<file path="src/hw/rtl/mcr_pkg.sv">
// shared types and constants for the midpoint circle rasterizer
// no dependencies; imported by every rtl file of the block

package mcr_pkg;

  localparam int unsigned CoordW      = 16;  // centre coordinate width
  localparam int unsigned RadiusW     = 12;  // radius field width on the stream
  localparam int unsigned PointW      = 17;  // emitted point coordinate width
  localparam int unsigned IN_TDATA_W  = 48;  // centre_x, centre_y, radius, pad
  localparam int unsigned OUT_TDATA_W = 40;  // point_x, point_y, pad
  localparam int unsigned OUT_TUSER_W = 2;   // point_valid, circle_done

  localparam int unsigned RADIUS_BITS_DEF = 12;
  localparam int unsigned QUEUE_DEPTH_DEF = 2;

  localparam int unsigned PointsPerStep = 8;

  typedef enum logic {
    KindStart   = 1'b0,
    KindAdvance = 1'b1
  } kind_e;

  // flags that travel with each step command from front to back
  typedef struct packed {
    logic no_walk;  // emit one empty result instead of eight points
    logic done;     // walk ends after this step
  } cmd_flags_t;

  localparam int unsigned FlagsW = $bits(cmd_flags_t);

endpackage

</file>
<file path="src/hw/rtl/mcr_front.sv">
// front end: accepts stream items, keeps the walk state and issues step commands
// depends on mcr_pkg

module mcr_front #(
  parameter int unsigned RADIUS_BITS = mcr_pkg::RADIUS_BITS_DEF,
  parameter int unsigned CMD_W       = mcr_pkg::FlagsW + 2 * mcr_pkg::CoordW
                                       + 2 * (RADIUS_BITS + 1)
) (
  input  logic                           clk_i,
  input  logic                           rst_ni,
  input  logic                           in_valid_i,
  output logic                           in_ready_o,
  input  logic                           kind_i,
  input  logic signed [mcr_pkg::CoordW-1:0] centre_x_i,
  input  logic signed [mcr_pkg::CoordW-1:0] centre_y_i,
  input  logic [mcr_pkg::RadiusW-1:0]    radius_i,
  output logic                           push_valid_o,
  input  logic                           push_ready_i,
  output logic [CMD_W-1:0]               push_data_o
);
  import mcr_pkg::*;

  localparam int unsigned XW = RADIUS_BITS + 1;  // signed walk coordinate
  localparam int unsigned TW = RADIUS_BITS + 2;  // step increments
  localparam int unsigned EW = RADIUS_BITS + 4;  // decision error
  localparam int unsigned DW = RADIUS_BITS + 1;  // diameter

  logic signed [CoordW-1:0] cx_q, cx_d, cy_q, cy_d;
  logic signed [XW-1:0]     x_q, x_d, y_q, y_d;
  logic [TW-1:0]            tx_q, tx_d, ty_q, ty_d;
  logic signed [EW-1:0]     err_q, err_d;
  logic [DW-1:0]            diam_q, diam_d;
  logic                     active_q, active_d;

  logic [RADIUS_BITS-1:0]   r_in;
  logic                     accept, is_advance, has_walk;
  logic                     y_step, x_step, done;
  logic signed [EW-1:0]     err1, err2;
  logic signed [XW-1:0]     x_n, y_n;
  logic [TW-1:0]            tx_n, ty_n;
  cmd_flags_t               flags;

  assign in_ready_o = push_ready_i;
  assign accept     = in_valid_i && in_ready_o;
  assign is_advance = (kind_e'(kind_i) == KindAdvance);
  assign r_in       = RADIUS_BITS'(radius_i);
  assign has_walk   = active_q && !(x_q < y_q);

  // one midpoint step
  always_comb begin
    y_step = err_q[EW-1] || (err_q == '0);
    err1   = y_step ? err_q + $signed(EW'(ty_q)) : err_q;
    ty_n   = y_step ? ty_q + TW'(2) : ty_q;
    y_n    = y_step ? y_q + XW'(1) : y_q;
    x_step = !err1[EW-1] && (err1 != '0);
    tx_n   = x_step ? tx_q + TW'(2) : tx_q;
    err2   = x_step ? err1 + $signed(EW'(tx_n)) - $signed(EW'(diam_q)) : err1;
    x_n    = x_step ? x_q - XW'(1) : x_q;
    done   = (x_n < y_n);
  end

  always_comb begin
    cx_d     = cx_q;
    cy_d     = cy_q;
    x_d      = x_q;
    y_d      = y_q;
    tx_d     = tx_q;
    ty_d     = ty_q;
    err_d    = err_q;
    diam_d   = diam_q;
    active_d = active_q;
    if (accept) begin
      if (!is_advance) begin
        cx_d     = centre_x_i;
        cy_d     = centre_y_i;
        diam_d   = {r_in, 1'b0};
        x_d      = $signed({1'b0, r_in}) - XW'(1);
        y_d      = '0;
        tx_d     = TW'(1);
        ty_d     = TW'(1);
        err_d    = EW'(1) - $signed(EW'({r_in, 1'b0}));
        active_d = 1'b1;
      end else if (has_walk) begin
        x_d      = x_n;
        y_d      = y_n;
        tx_d     = tx_n;
        ty_d     = ty_n;
        err_d    = err2;
        active_d = !done;
      end else begin
        active_d = 1'b0;
      end
    end
  end

  assign flags.no_walk = !has_walk;
  assign flags.done    = has_walk ? done : 1'b1;

  assign push_valid_o = in_valid_i && is_advance;
  assign push_data_o  = {flags, cx_q, cy_q, x_q, y_q};

  always_ff @(posedge clk_i or negedge rst_ni) begin
    if (!rst_ni) begin
      cx_q     <= '0;
      cy_q     <= '0;
      x_q      <= '0;
      y_q      <= '0;
      tx_q     <= TW'(1);
      ty_q     <= TW'(1);
      err_q    <= '0;
      diam_q   <= '0;
      active_q <= 1'b0;
    end else begin
      cx_q     <= cx_d;
      cy_q     <= cy_d;
      x_q      <= x_d;
      y_q      <= y_d;
      tx_q     <= tx_d;
      ty_q     <= ty_d;
      err_q    <= err_d;
      diam_q   <= diam_d;
      active_q <= active_d;
    end
  end

endmodule

</file>
<file path="src/hw/rtl/mcr_queue.sv">
// short command queue between front and back, flip-flop storage
// depends on mcr_pkg only for the default depth; generic width and depth

module mcr_queue #(
  parameter int unsigned WIDTH = 8,
  parameter int unsigned DEPTH = mcr_pkg::QUEUE_DEPTH_DEF
) (
  input  logic             clk_i,
  input  logic             rst_ni,
  input  logic             push_valid_i,
  output logic             push_ready_o,
  input  logic [WIDTH-1:0] push_data_i,
  output logic             pop_valid_o,
  input  logic             pop_ready_i,
  output logic [WIDTH-1:0] pop_data_o
);
  import mcr_pkg::*;

  localparam int unsigned PtrW = $clog2(DEPTH);
  localparam int unsigned CntW = $clog2(DEPTH + 1);

  logic [WIDTH-1:0] mem_q [DEPTH];
  logic [PtrW-1:0]  wr_ptr_q, wr_ptr_d, rd_ptr_q, rd_ptr_d;
  logic [CntW-1:0]  count_q, count_d;
  logic             push, pop;

  assign push_ready_o = (count_q != CntW'(DEPTH));
  assign pop_valid_o  = (count_q != '0);
  assign push         = push_valid_i && push_ready_o;
  assign pop          = pop_valid_o && pop_ready_i;
  assign pop_data_o   = mem_q[rd_ptr_q];

  always_comb begin
    wr_ptr_d = wr_ptr_q;
    rd_ptr_d = rd_ptr_q;
    count_d  = count_q;
    if (push) begin
      wr_ptr_d = (wr_ptr_q == PtrW'(DEPTH - 1)) ? '0 : wr_ptr_q + PtrW'(1);
    end
    if (pop) begin
      rd_ptr_d = (rd_ptr_q == PtrW'(DEPTH - 1)) ? '0 : rd_ptr_q + PtrW'(1);
    end
    if (push && !pop) begin
      count_d = count_q + CntW'(1);
    end else if (pop && !push) begin
      count_d = count_q - CntW'(1);
    end
  end

  always_ff @(posedge clk_i or negedge rst_ni) begin
    if (!rst_ni) begin
      wr_ptr_q <= '0;
      rd_ptr_q <= '0;
      count_q  <= '0;
    end else begin
      wr_ptr_q <= wr_ptr_d;
      rd_ptr_q <= rd_ptr_d;
      count_q  <= count_d;
    end
  end

  always_ff @(posedge clk_i) begin
    if (push) begin
      mem_q[wr_ptr_q] <= push_data_i;
    end
  end

endmodule

</file>
<file path="src/hw/rtl/mcr_back.sv">
// back end: expands each step command into mirrored points,
// one beat per cycle unless the output stalls; depends on mcr_pkg

module mcr_back #(
  parameter int unsigned RADIUS_BITS = mcr_pkg::RADIUS_BITS_DEF,
  parameter int unsigned CMD_W       = mcr_pkg::FlagsW + 2 * mcr_pkg::CoordW
                                       + 2 * (RADIUS_BITS + 1)
) (
  input  logic                           clk_i,
  input  logic                           rst_ni,
  input  logic                           cmd_valid_i,
  output logic                           cmd_ready_o,
  input  logic [CMD_W-1:0]               cmd_data_i,
  output logic                           out_valid_o,
  input  logic                           out_ready_i,
  output logic signed [mcr_pkg::PointW-1:0] point_x_o,
  output logic signed [mcr_pkg::PointW-1:0] point_y_o,
  output logic                           point_valid_o,
  output logic                           last_o,
  output logic                           circle_done_o
);
  import mcr_pkg::*;

  localparam int unsigned XW   = RADIUS_BITS + 1;
  localparam int unsigned IdxW = $clog2(PointsPerStep);

  cmd_flags_t                flags;
  logic signed [CoordW-1:0]  cx, cy;
  logic signed [XW-1:0]      wx, wy, sel_a, sel_b;
  logic signed [PointW-1:0]  cx_ext, cy_ext, a_ext, b_ext, px, py;
  logic                      fire, last_point;

  logic [IdxW-1:0]           idx_q, idx_d;
  logic                      valid_q, valid_d;
  logic signed [PointW-1:0]  px_q, py_q;
  logic                      pvalid_q, last_q, done_q;

  assign {flags, cx, cy, wx, wy} = cmd_data_i;

  assign fire       = cmd_valid_i && (!valid_q || out_ready_i);
  assign last_point = flags.no_walk || (idx_q == IdxW'(PointsPerStep - 1));
  assign cmd_ready_o = fire && last_point;

  // octant order: idx[2] swaps x and y, idx[1] negates the x offset,
  // idx[0] clear negates the y offset
  always_comb begin
    sel_a  = idx_q[2] ? wy : wx;
    sel_b  = idx_q[2] ? wx : wy;
    cx_ext = PointW'(cx);
    cy_ext = PointW'(cy);
    a_ext  = PointW'(sel_a);
    b_ext  = PointW'(sel_b);
    px     = idx_q[1] ? cx_ext - a_ext : cx_ext + a_ext;
    py     = idx_q[0] ? cy_ext + b_ext : cy_ext - b_ext;
  end

  always_comb begin
    idx_d   = idx_q;
    valid_d = valid_q;
    if (out_ready_i) begin
      valid_d = 1'b0;
    end
    if (fire) begin
      valid_d = 1'b1;
      idx_d   = last_point ? '0 : idx_q + IdxW'(1);
    end
  end

  always_ff @(posedge clk_i or negedge rst_ni) begin
    if (!rst_ni) begin
      idx_q   <= '0;
      valid_q <= 1'b0;
    end else begin
      idx_q   <= idx_d;
      valid_q <= valid_d;
    end
  end

  always_ff @(posedge clk_i) begin
    if (fire) begin
      px_q     <= flags.no_walk ? '0 : px;
      py_q     <= flags.no_walk ? '0 : py;
      pvalid_q <= !flags.no_walk;
      last_q   <= last_point;
      done_q   <= last_point && flags.done;
    end
  end

  assign out_valid_o   = valid_q;
  assign point_x_o     = px_q;
  assign point_y_o     = py_q;
  assign point_valid_o = pvalid_q;
  assign last_o        = last_q;
  assign circle_done_o = done_q;

  a_empty_is_final: assert property (@(posedge clk_i) disable iff (!rst_ni)
    valid_q && !pvalid_q |-> last_q && done_q)
    else $error("empty result must close the step and the walk");

  a_done_on_last: assert property (@(posedge clk_i) disable iff (!rst_ni)
    valid_q && done_q |-> last_q)
    else $error("circle_done set on a beat that is not last");

  a_mid_step_has_cmd: assert property (@(posedge clk_i) disable iff (!rst_ni)
    idx_q != '0 |-> cmd_valid_i && !flags.no_walk)
    else $error("point index advanced without a point command at the head");

  a_idx_steps: assert property (@(posedge clk_i) disable iff (!rst_ni)
    fire && !last_point |=> idx_q == $past(idx_q) + IdxW'(1))
    else $error("point index did not advance by one");

endmodule

</file>
<file path="src/hw/rtl/midpoint_circle_rasterizer_core.sv">
// top level of the midpoint circle rasterizer: front, command queue, back
// depends on mcr_pkg, mcr_front, mcr_queue, mcr_back
//
// channel  dir  tdata (low bit up)                          tuser / tlast
// s_axis   in   centre_x[15:0] centre_y[31:16] radius[43:32]  tuser[0] kind
// m_axis   out  point_x[16:0] point_y[33:17]                 tuser[0] point_valid,
//                                                            tuser[1] circle_done,
//                                                            tlast last
//
// a start beat is accepted and gives no result
// an advance beat with an active walk gives 8 result beats, one per cycle from the
// back-end point emitter while m_axis is not stalled; an advance with no walk
// gives a single beat
// the front takes a beat every cycle while the QUEUE_DEPTH-entry command queue has room
// m_axis stalls hold the output register; reset clears the walk and the queue

module midpoint_circle_rasterizer_core #(
  parameter int unsigned RADIUS_BITS = mcr_pkg::RADIUS_BITS_DEF,
  parameter int unsigned QUEUE_DEPTH = mcr_pkg::QUEUE_DEPTH_DEF
) (
  input  logic                               clk_i,
  input  logic                               rst_ni,
  input  logic                               s_axis_tvalid,
  output logic                               s_axis_tready,
  input  logic [mcr_pkg::IN_TDATA_W-1:0]     s_axis_tdata,   // centre_x, centre_y, radius
  input  logic [0:0]                         s_axis_tuser,   // kind
  output logic                               m_axis_tvalid,
  input  logic                               m_axis_tready,
  output logic [mcr_pkg::OUT_TDATA_W-1:0]    m_axis_tdata,   // point_x, point_y
  output logic [mcr_pkg::OUT_TUSER_W-1:0]    m_axis_tuser,   // point_valid, circle_done
  output logic                               m_axis_tlast
);
  import mcr_pkg::*;

  localparam int unsigned CMD_W = FlagsW + 2 * CoordW + 2 * (RADIUS_BITS + 1);

  logic                     push_valid, push_ready, pop_valid, pop_ready;
  logic [CMD_W-1:0]         push_data, pop_data;
  logic signed [PointW-1:0] point_x, point_y;
  logic                     point_valid, circle_done;

  mcr_front #(
    .RADIUS_BITS (RADIUS_BITS),
    .CMD_W       (CMD_W)
  ) u_front (
    .clk_i        (clk_i),
    .rst_ni       (rst_ni),
    .in_valid_i   (s_axis_tvalid),
    .in_ready_o   (s_axis_tready),
    .kind_i       (s_axis_tuser[0]),
    .centre_x_i   ($signed(s_axis_tdata[CoordW-1:0])),
    .centre_y_i   ($signed(s_axis_tdata[2*CoordW-1:CoordW])),
    .radius_i     (s_axis_tdata[2*CoordW+RadiusW-1:2*CoordW]),
    .push_valid_o (push_valid),
    .push_ready_i (push_ready),
    .push_data_o  (push_data)
  );

  mcr_queue #(
    .WIDTH (CMD_W),
    .DEPTH (QUEUE_DEPTH)
  ) u_queue (
    .clk_i        (clk_i),
    .rst_ni       (rst_ni),
    .push_valid_i (push_valid),
    .push_ready_o (push_ready),
    .push_data_i  (push_data),
    .pop_valid_o  (pop_valid),
    .pop_ready_i  (pop_ready),
    .pop_data_o   (pop_data)
  );

  mcr_back #(
    .RADIUS_BITS (RADIUS_BITS),
    .CMD_W       (CMD_W)
  ) u_back (
    .clk_i         (clk_i),
    .rst_ni        (rst_ni),
    .cmd_valid_i   (pop_valid),
    .cmd_ready_o   (pop_ready),
    .cmd_data_i    (pop_data),
    .out_valid_o   (m_axis_tvalid),
    .out_ready_i   (m_axis_tready),
    .point_x_o     (point_x),
    .point_y_o     (point_y),
    .point_valid_o (point_valid),
    .last_o        (m_axis_tlast),
    .circle_done_o (circle_done)
  );

  assign m_axis_tdata = {{(OUT_TDATA_W - 2 * PointW){1'b0}}, point_y, point_x};
  assign m_axis_tuser = {circle_done, point_valid};

endmodule
</file>
<file path="config.mk">
export PLATFORM = sky130hd
export DESIGN_NAME = midpoint_circle_rasterizer_core
export DESIGN_NICKNAME = d
export VERILOG_FILES = /design/src/hw/rtl/mcr_pkg.sv /design/src/hw/rtl/mcr_front.sv /design/src/hw/rtl/mcr_queue.sv /design/src/hw/rtl/mcr_back.sv /design/src/hw/rtl/midpoint_circle_rasterizer_core.sv
export SDC_FILE = /design/constraint.sdc
export NUM_CORES = 1
export LEC_CHECK = 0
export ABC_AREA = 1
export BUFFER_PORTS_ARGS = -buffer_cell sky130_fd_sc_hd__buf_2
export CAP_MARGIN = 20
export CORE_ASPECT_RATIO = 1.1
export CORE_MARGIN = 5
export CORE_UTILIZATION = 62
export DETAILED_ROUTE_END_ITERATION = 10
export GPL_ROUTABILITY_DRIVEN = 1
export PLACE_DENSITY = 0.81
export SYNTH_ARGS = -nofsm -noshare
export SYNTH_HDL_FRONTEND = slang
export SYNTH_HIERARCHICAL = 1
export SYNTH_SLANG_ARGS = --single-unit
</file>
<file path="constraint.sdc">
create_clock -name clk_i -period 6.5 [get_ports clk_i]
set_input_delay 0.65 -clock clk_i [delete_from_list [all_inputs] [get_ports clk_i]]
set_output_delay 0.65 -clock clk_i [all_outputs]
set_load 0.1 [all_outputs]
</file>
==> results of run 1 <==
==> cells in the mapped netlist, types with 3 or more instances <==
cell type,instances
a221oi_1,4
nand4_1,22
clkbuf_1,24
nor2_4,3
buf_2,4
xor2_1,62
o21ai_0,107
buf_4,16
a31oi_1,12
inv_1,253
o211ai_1,9
a22oi_1,12
xnor2_1,10
nand3_2,6
o21ai_1,30
nand3b_1,4
nand2_2,41
o21ai_2,5
nand2_1,509
nor3_1,15
a211oi_1,4
o31ai_1,3
nor4_1,8
o21bai_1,9
buf_6,12
clkinv_1,3
a21oi_1,96
fa_1,15
inv_2,5
mux2_2,32
nor3_2,4
o21a_1,3
edfxtp_1,157
buf_12,3
o22ai_1,23
a21o_1,6
nand3_1,90
nand2_4,6
ha_1,97
dfrtp_1,121
nor2_2,7
nor2_1,129
==> sequential cells by signal, indices dropped and copies added, names as in the netlist, 2 cells and up <==
register / count
u_back/point_x_o: 17
u_back/idx_q: 3
u_queue/mem_q: 120
u_front/y_q: 13
u_front/x_q: 13
u_front/cx_q: 16
u_front/cy_q: 16
u_front/ty_q: 14
u_back/point_y_o: 17
u_front/err_q: 16
u_front/tx_q: 14
u_queue/count_q: 2
u_front/diam_q: 12
==> layout by cell type (no fill, tap or decap), drive strengths merged, types with 63 or more instances in the layout <==
cell type / n
a21oi: 97
inv: 260
ha: 97
xor2: 63
nor2: 139
nand3: 96
buf: 100
dfrtp: 121
edfxtp: 157
o21ai: 142
nand2: 556
==> layout make-up <==
class                      instances  share of cell area, %
sequential                       280                   41.2
timing repair buffer             100                   2.83
multi-input combinational       1404                   43.0
clock inverter                    13                  0.913
inverter                         262                   5.24
tap                              363                   2.40
clock buffer                      41                   4.39
==> worst min path at each step <==
stage               cells after the start             start                    to  slack (ns)
finish                                  1            rst_ni       u_front/ty_q[3]        0.18
floorplan                               0            rst_ni       u_back/idx_q[0]        0.35
CTS                                     1            rst_ni       u_front/ty_q[3]        0.21
detailed placement                      0   u_front/cy_q[7]  u_queue/mem_q[1][33]        0.45
global placement                        0  u_front/cx_q[15]  u_queue/mem_q[0][57]        0.44
global route                            1            rst_ni       u_front/ty_q[3]        0.25
==> through the flow <==
step           util, %  instance area (sq um)  instances  setup WS, ns  hold WS (ns)
2_1_floorplan        -                  17300       2007          1.30         0.354
3_3_place_gp      64.6                  17900       2409         0.773         0.442
3_5_place_dp      64.6                  17900       2409         0.572         0.452
4_1_cts           68.2                  18900       2463         0.555         0.210
5_1_grt           68.2                  18900       2463        0.0396         0.249
6_report          68.2                  18900       2463         0.575         0.177
==> per-layer routing <==
metal,vias to the layer above,wire [um],global-route usage [%]
met3,121,2050,3.59
li1,6803,-,-
met2,415,21300,48.9
met1,6583,16200,30.2
met4,2,1760,11.5
met5,-,13,0
==> cells by family (layout without fill, tap and decap cells) <==
group | count (synthesis) | after routing | share of synthesized area, %
flip-flops | 280 | 280 | 45.0
other | 1 | 6 | 0.0217
XOR/XNOR | 73 | 73 | 3.74
AND/OR/NAND/NOR | 850 | 850 | 21.2
AO/OA/AOI/OAI | 331 | 331 | 10.9
multiplexers | 32 | 32 | 2.08
adder cells (fa/ha/maj) | 112 | 112 | 8.74
buffers and inverters | 323 | 416 | 8.29
==> results.yml, run 1 <==
yosys:
  synth_top_area_share_pct: 27.2
  yosys-top-cells-area: "edfxtp_1, dfrtp_1, nand2_1, ha_1, inv_1"
  synthDistinctLibCells: 60
  syn-instance-count: 2002
  synth-seq-cells: 280
  yosysSeqAreaShare_pct: 45.0
  synth_edf_count: 157
  synth_largest_area_cell: "edfxtp_1"
  synthArstFlopShare_pct: 43.9
  synth_ff_type: "edfxtp_1"
  synth_warnings: 6
  synth_area_sq_mm: 0.0173
  syn_avg_cell_area_sq_um: 8.65
timing:
  finalCritPeriodShare_pct: 91.2
  relSlewSlack_pct: 29.2
  setup_viol: 0
  skew_ns: 0.0187
  fin_setup_tns_ns: 0
  final_hold_viol_count: 0
  drv_slew: 0
  worst_slew_pin_slew_ns: 1.06
  fmax_ghz: 0.169
  finalWorstPathRequiredPeriod_ns: 5.93
  rsz0062_at_grt: "false"
outcome:
  status: "finished, final reports clean"
global_route:
  grt_max_degree: 63
  grt_pass1_vias: 14200
  grt_remaining_overflow: 0
  antenna_found_initial: 1
  track_usage_pct: 26.3
  grt_pass1_wl_mm: 67.6
cells_and_area:
  final_net_count: 2242
  register_area_sq_mm: 0.00780
  antenna_cells: 0
  fillers: 2218
  area_growth_pct: 9.18
  multi_input_area_sq_mm: 0.00812
  drive_above_1_share_pct: 12.9
clock_network:
  post_cts.resized_instances: 0
  tritoncts: "yes"
  cts_sinks: 280
  cts_hold_buf: 0
  cts_max_level: 1
  clk_latency_ns: 0.56
  numCtsBuffers: 29
  cts_buffer_depth: 3
  clkTransAtPathRegs_ns: 0.06
  cts_setup_buffers: 0
  cts-root-buf: "clkbuf_16"
setup_path:
  reg2reg_to: "u_front/err_q[14]"
  crit_type: "flop to flop"
  timing.rr.start: "u_front/ty_q[0]"
  startpoint: "u_front/ty_q[0]"
  reg2reg_slack_ns: 0.57
  cp-end-kind: "flop"
  critical_path_depth: 35
  slowest_stage: "dfstp_2"
  critical_path_buf_inv_count: 6
  worstRegToRegCells: 35
  crit_required_ns: 6.93
  cp.arrival_ns: 6.35
  cp_common_cell: "inv_1"
  crit_family: "compound AO/OA/AOI/OAI gates"
  start_kind: "flop"
  slowest_delay_ns: 0.53
  crit_end: "u_front/err_q[14]"
  crit_fanout: 7
detailed_routing:
  drt_iter0_markers: 980
  drt_wl_total_mm: 41.3
  antenna_left: 0
  drc_errors: 0
  routedWlPerCell_um: 16.8
  dr.pass1.iters: 6
  avgViaCountPerCell: 5.65
  num_vias: 13900
floorplan:
  die_area_sq_mm: 0.0314
  initial_utilization_pct: 62.5
  num_io_pins: 98
  die_w_um: 169
  rows: 64
  core_area_sq_mm: 0.0277
  die_h_um: 185
hold_path:
  hp-class: "input pin to asynchronous set/reset pin"
placement:
  gp_congestion: 0.922
  port_buffers: 87
  dpl.hpwl_mm: 29.9
job:
  drv_cap: 0
Power of run 1 is left out: the tool's default activity adds up to more than one toggle a clock period on the data nets, which glitch-free logic cannot reach.
==> inputs of run 2 (changes only) <==
- CORE_MARGIN: 5 -> default
- CORE_UTILIZATION: 62 -> 65
- PLACE_DENSITY: 0.81 -> 0.84
- clock period: 6.5 -> 7.45 ns (I/O delays scaled with it)
==> run 2 against run 1 <==
Against the previous run:
- maximum frequency down 7.5%
- flip-flop and latch count is the same
- routed wire length fell by 0.49%
- worst hold slack improved by 0.082 ns
- global-route usage rose by 4.8 points
- utilization increased by 4.3 points
- highest routed layer unchanged
==> results.yml, run 2 (synthesis gave the netlist of run 1 again) <==
job:
  drv_cap: 0
clock_network:
  cts_hold_buf: 0
  clk_latency_ns: 0.56
  cts_setup_buffers: 0
  clkTransAtPathRegs_ns: 0.06
  tritoncts: "yes"
  cts-root-buf: "clkbuf_16"
  numCtsBuffers: 28
  cts_sinks: 280
  post_cts.resized_instances: 0
  cts_max_level: 1
  cts_buffer_depth: 3
setup_path:
  reg2reg_to: "u_front/err_q[14]"
  slowest_delay_ns: 0.53
  cp.arrival_ns: 6.88
  crit_type: "flop to flop"
  cp_common_cell: "inv_1"
  crit_fanout: 32
  slowest_stage: "dfstp_2"
  crit_end: "u_front/err_q[14]"
  reg2reg_slack_ns: 1.05
  worstRegToRegCells: 36
  timing.rr.start: "u_front/ty_q[0]"
  cp-end-kind: "flop"
  crit_required_ns: 7.92
  start_kind: "flop"
  startpoint: "u_front/ty_q[0]"
detailed_routing:
  antenna_left: 0
  drc_errors: 0
  drt_iter0_markers: 1037
  drt_wl_total_mm: 41.1
  avgViaCountPerCell: 5.75
  dr.pass1.iters: 8
  routedWlPerCell_um: 16.8
  num_vias: 14100
placement:
  place_area_sq_mm: 0.0179
  gp_congestion: 0.917
  port_buffers: 87
  dpl.hpwl_mm: 28.6
cells_and_area:
  largest_register_ffs: 120
  final_net_count: 2239
  final_util_pct: 72.5
  mostFrequentLayoutCells: "nand2_1, inv_1, edfxtp_1"
  area_growth_pct: 9.54
  fin_area_sq_mm: 0.0190
  final_common_cell: "nand2_1"
  drive_above_1_share_pct: 12.8
  antenna_cells: 0
  top_register: "u_queue/mem_q"
floorplan:
  die_area_sq_mm: 0.0273
  die_w_um: 158
  num_io_pins: 98
  initial_utilization_pct: 66.2
  die_h_um: 173
  rows: 62
  core_area_sq_mm: 0.0261
timing:
  final_hold_viol_count: 0
  setup_viol: 0
  skew_ns: 0.0106
  drv_slew: 0
  relSlewSlack_pct: 30.6
  fin_setup_tns_ns: 0
  rsz0062_at_grt: "false"
  worst_slew_pin_slew_ns: 1.04
  finalCritPeriodShare_pct: 85.9
  fmax_ghz: 0.156
  finalWorstPathRequiredPeriod_ns: 6.40
outcome:
  status: "finished, final reports clean"
global_route:
  track_usage_pct: 31.1
  grt_max_degree: 64
  antenna_found_initial: 1
  grt_pass1_vias: 14300
  grt_remaining_overflow: 0
  grt_pass1_wl_mm: 67.2
hold_path:
  hp-class: "input pin to asynchronous set/reset pin"
run 2: cell types whose count changed in the layout (fill, tap and decap cells not counted), sizes merged:
cell      before  now
buf          100   98
inv          260  259
clkinvlp       1    3
clkbuf        41   35
bufinv         4    9
clkinv        10    8
run 2: area by class of cell:
class | count | area, sq um
fill | 1952 | 7180
clock buffer | 35 | 768
inverter | 262 | 991
tap | 352 | 440
multi-input combinational | 1404 | 8120
sequential | 280 | 7800
timing repair buffer | 98 | 520
clock inverter | 17 | 325
run 2: stage by stage:
stage	setup WS, ns	hold WS, ns	cells
final	1.05	0.259	2448
after floorplan	2.25	0.435	2007
after CTS	1.10	0.317	2448
after global routing	0.327	0.347	2448
after global placement	1.26	0.441	2396
after detailed placement	1.12	0.444	2396
run 2: routing by layer:
layer  global-route usage (%)  share of wire [%]  vias up  wire, um
met1                     35.2                 39     6609     15800
li1                         -                  -     6802         -
met4                     16.0                4.7        2      1930
met3                     4.16                5.4      137      2220
met2                     56.6                 51      517     21100
met5                        0              0.032        -        13
run 2: worst min path at each step:
| stage | from | slack (ns) | end |
|---|---|---|---|
| 6_report | rst_ni | 0.26 | u_front/ty_q[3] |
| 5_1_grt | rst_ni | 0.35 | u_front/ty_q[2] |
| 3_5_place_dp | u_front/ty_q[0] | 0.44 | u_front/ty_q[0] |
| 4_1_cts | rst_ni | 0.32 | u_front/ty_q[3] |
| 2_1_floorplan | u_front/ty_q[0] | 0.43 | u_front/ty_q[0] |
| 3_3_place_gp | u_front/cx_q[2] | 0.44 | u_queue/mem_q[0][44] |
run 2: worst max-delay path: cells and delay by family, from the launching register on:
| family | cells | cell delay, ns |
|---|---|---|
| DFF | 1 | 0.53 |
| adders and majority gates | 5 | 1.55 |
| and+or+nand+nor | 12 | 1.43 |
| AOI/OAI and AO/OA | 10 | 1.50 |
| buffers and inverters | 7 | 0.85 |
| xor gates and xnor gates | 2 | 0.42 |
Power of run 2 is left out for the same reason.
==> inputs of run 3 (changes only) <==
- CORE_UTILIZATION: 65 -> 62
- PLACE_DENSITY: 0.84 -> 0.81
- REMOVE_ABC_BUFFERS: default -> 1
- clock period: 7.45 -> 7.1 ns (I/O delays scaled with it)
==> run 3 against run 2 <==
Against the previous run:
- first-iteration DRC count is 8.1% higher
- count of clock-buffer cells in the layout is 5 higher
- via count is 1.3% lower
- register-to-register slack worse by 0.37 ns
- utilization is 3.1 points lower
- worst setup slack worse by 0.37 ns
==> results.yml, run 3 (synthesis gave the netlist of run 1 again) <==
global_route:
  grt_max_degree: 62
  gr-usage-met1_pct: 33.6
  antenna_found_initial: 0
  grt_pass1_wl_mm: 66.2
  grt_remaining_overflow: 0
  grt_pass1_vias: 13600
  track_usage_pct: 29.1
  use_met2_pct: 54.6
  top_usage_layer: "met2"
  grtUsageMet3_pct: 3.16
timing:
  setup_viol: 0
  worst_slew_pin_slew_ns: 0.965
  finalCritPeriodShare_pct: 90.5
  drv_slew: 0
  rsz0062_at_grt: "false"
  final_hold_viol_count: 0
  skew_ns: 0.0151
  fin_setup_tns_ns: 0
  relSlewSlack_pct: 35.6
  finalWorstPathRequiredPeriod_ns: 6.42
  fmax_ghz: 0.156
clock_network:
  tritoncts: "yes"
  cts-root-buf: "clkbuf_16"
  clkTransAtPathRegs_ns: 0.06
  cts_sinks: 280
  clk_latency_ns: 0.55
  cts_max_level: 1
  cts_buffer_depth: 3
  numCtsBuffers: 28
  cts_setup_buffers: 0
  cts_hold_buf: 0
  post_cts.resized_instances: 0
setup_path:
  crit_fanout: 31
  crit_end: "u_front/err_q[14]"
  start_kind: "flop"
  critical_path_buf_inv_count: 7
  critical_path_depth: 36
  crit_family: "compound AO/OA/AOI/OAI gates"
  cp-end-kind: "flop"
  reg2reg_slack_ns: 0.68
  cp_common_cell: "inv_1"
  cp.arrival_ns: 6.84
  slowest_stage: "dfstp_2"
  crit_type: "flop to flop"
  slowest_delay_ns: 0.54
  startpoint: "u_front/ty_q[0]"
  crit_required_ns: 7.51
  worstRegToRegCells: 36
  reg2reg_to: "u_front/err_q[14]"
  timing.rr.start: "u_front/ty_q[0]"
detailed_routing:
  num_vias: 13900
  drc_errors: 0
  drt_wl_total_mm: 40.7
  drt_iter0_markers: 1121
  antenna_left: 0
  routedWlPerCell_um: 16.6
  avgViaCountPerCell: 5.65
  dr.pass1.iters: 6
cells_and_area:
  largest_register_ffs: 120
  final_common_cell: "nand2_1"
  fillers: 2134
  mostFrequentLayoutCells: "nand2_1, inv_1, edfxtp_1"
  drive_above_1_share_pct: 12.9
  top_register: "u_queue/mem_q"
  area_growth_pct: 9.08
  final_net_count: 2242
  antenna_cells: 0
placement:
  port_buffers: 87
  dpl.hpwl_mm: 29.1
  gp_congestion: 0.937
hold_path:
  hp-class: "input pin to asynchronous set/reset pin"
floorplan:
  initial_utilization_pct: 63.7
  die_w_um: 161
  core_area_sq_mm: 0.0272
  die_area_sq_mm: 0.0286
  rows: 63
  die_h_um: 177
  num_io_pins: 98
outcome:
  status: "finished, final reports clean"
job:
  drv_cap: 0
## run 3: cell count changes in the layout (fill, tap and decap cells not counted)
cell	previous run	this run
o21ai_1	29	28
bufinv_16	9	4
o21ai_2	6	7
clkinvlp_4	3	1
clkinv_2	3	5
clkbuf_1	4	6
clkbuf_8	2	5
buf_4	12	15
inv_6	1	0
clkinv_1	4	5
## run 3: per-layer routing
metal / up-vias / wire, um
li1: 6807 / -
met1: 6522 / 16000
met2: 444 / 21200
met3: 110 / 2090
met4: 0 / 1440
met5: - / 0
## run 3: cell type report
type | count | area (sq um) | area share (%)
Timing Repair Buffer | 101 | 543 | 2.88
Sequential cell | 280 | 7800 | 41.3
Tap cell | 357 | 447 | 2.37
Clock inverter | 12 | 165 | 0.874
Clock buffer | 40 | 817 | 4.33
Inverter | 262 | 991 | 5.25
Multi-Input combinational cell | 1404 | 8130 | 43.0
## run 3: worst register-to-register path, delay by kind of cell (launching register included)
family | cells | cell delay, ns
XOR/XNOR | 2 | 0.43
flip-flops | 1 | 0.54
AO/OA/AOI/OAI | 11 | 1.72
buffers and inverters | 7 | 0.85
AND/OR/NAND/NOR | 11 | 1.24
adder cells (fa/ha/maj) | 5 | 1.51
## run 3: metrics by stage
step,hold WS (ns),instance area [sq um],util (%),cells,setup WS (ns)
after global routing,0.203,18900,69.5,2456,0.272
after global placement,0.441,17900,65.8,2404,1.00
after CTS,0.167,18900,69.5,2456,0.811
after floorplan,0.414,16900,-,1946,1.65
final,0.164,18900,69.5,2456,0.676
after detailed placement,0.451,17900,65.8,2404,0.848
## run 3: worst min path at each step
stage	startpoint	end	slack [ns]	depth (start not counted)
after floorplan	rst_ni	u_back/idx_q[0]	0.41	0
after global placement	u_front/cx_q[0]	u_queue/mem_q[0][42]	0.44	0
after detailed placement	u_front/tx_q[0]	u_front/tx_q[0]	0.45	2
after CTS	rst_ni	u_front/err_q[5]	0.17	1
after global routing	rst_ni	u_front/tx_q[4]	0.20	1
final	rst_ni	u_front/err_q[5]	0.16	1
Power of run 3 is left out for the same reason.
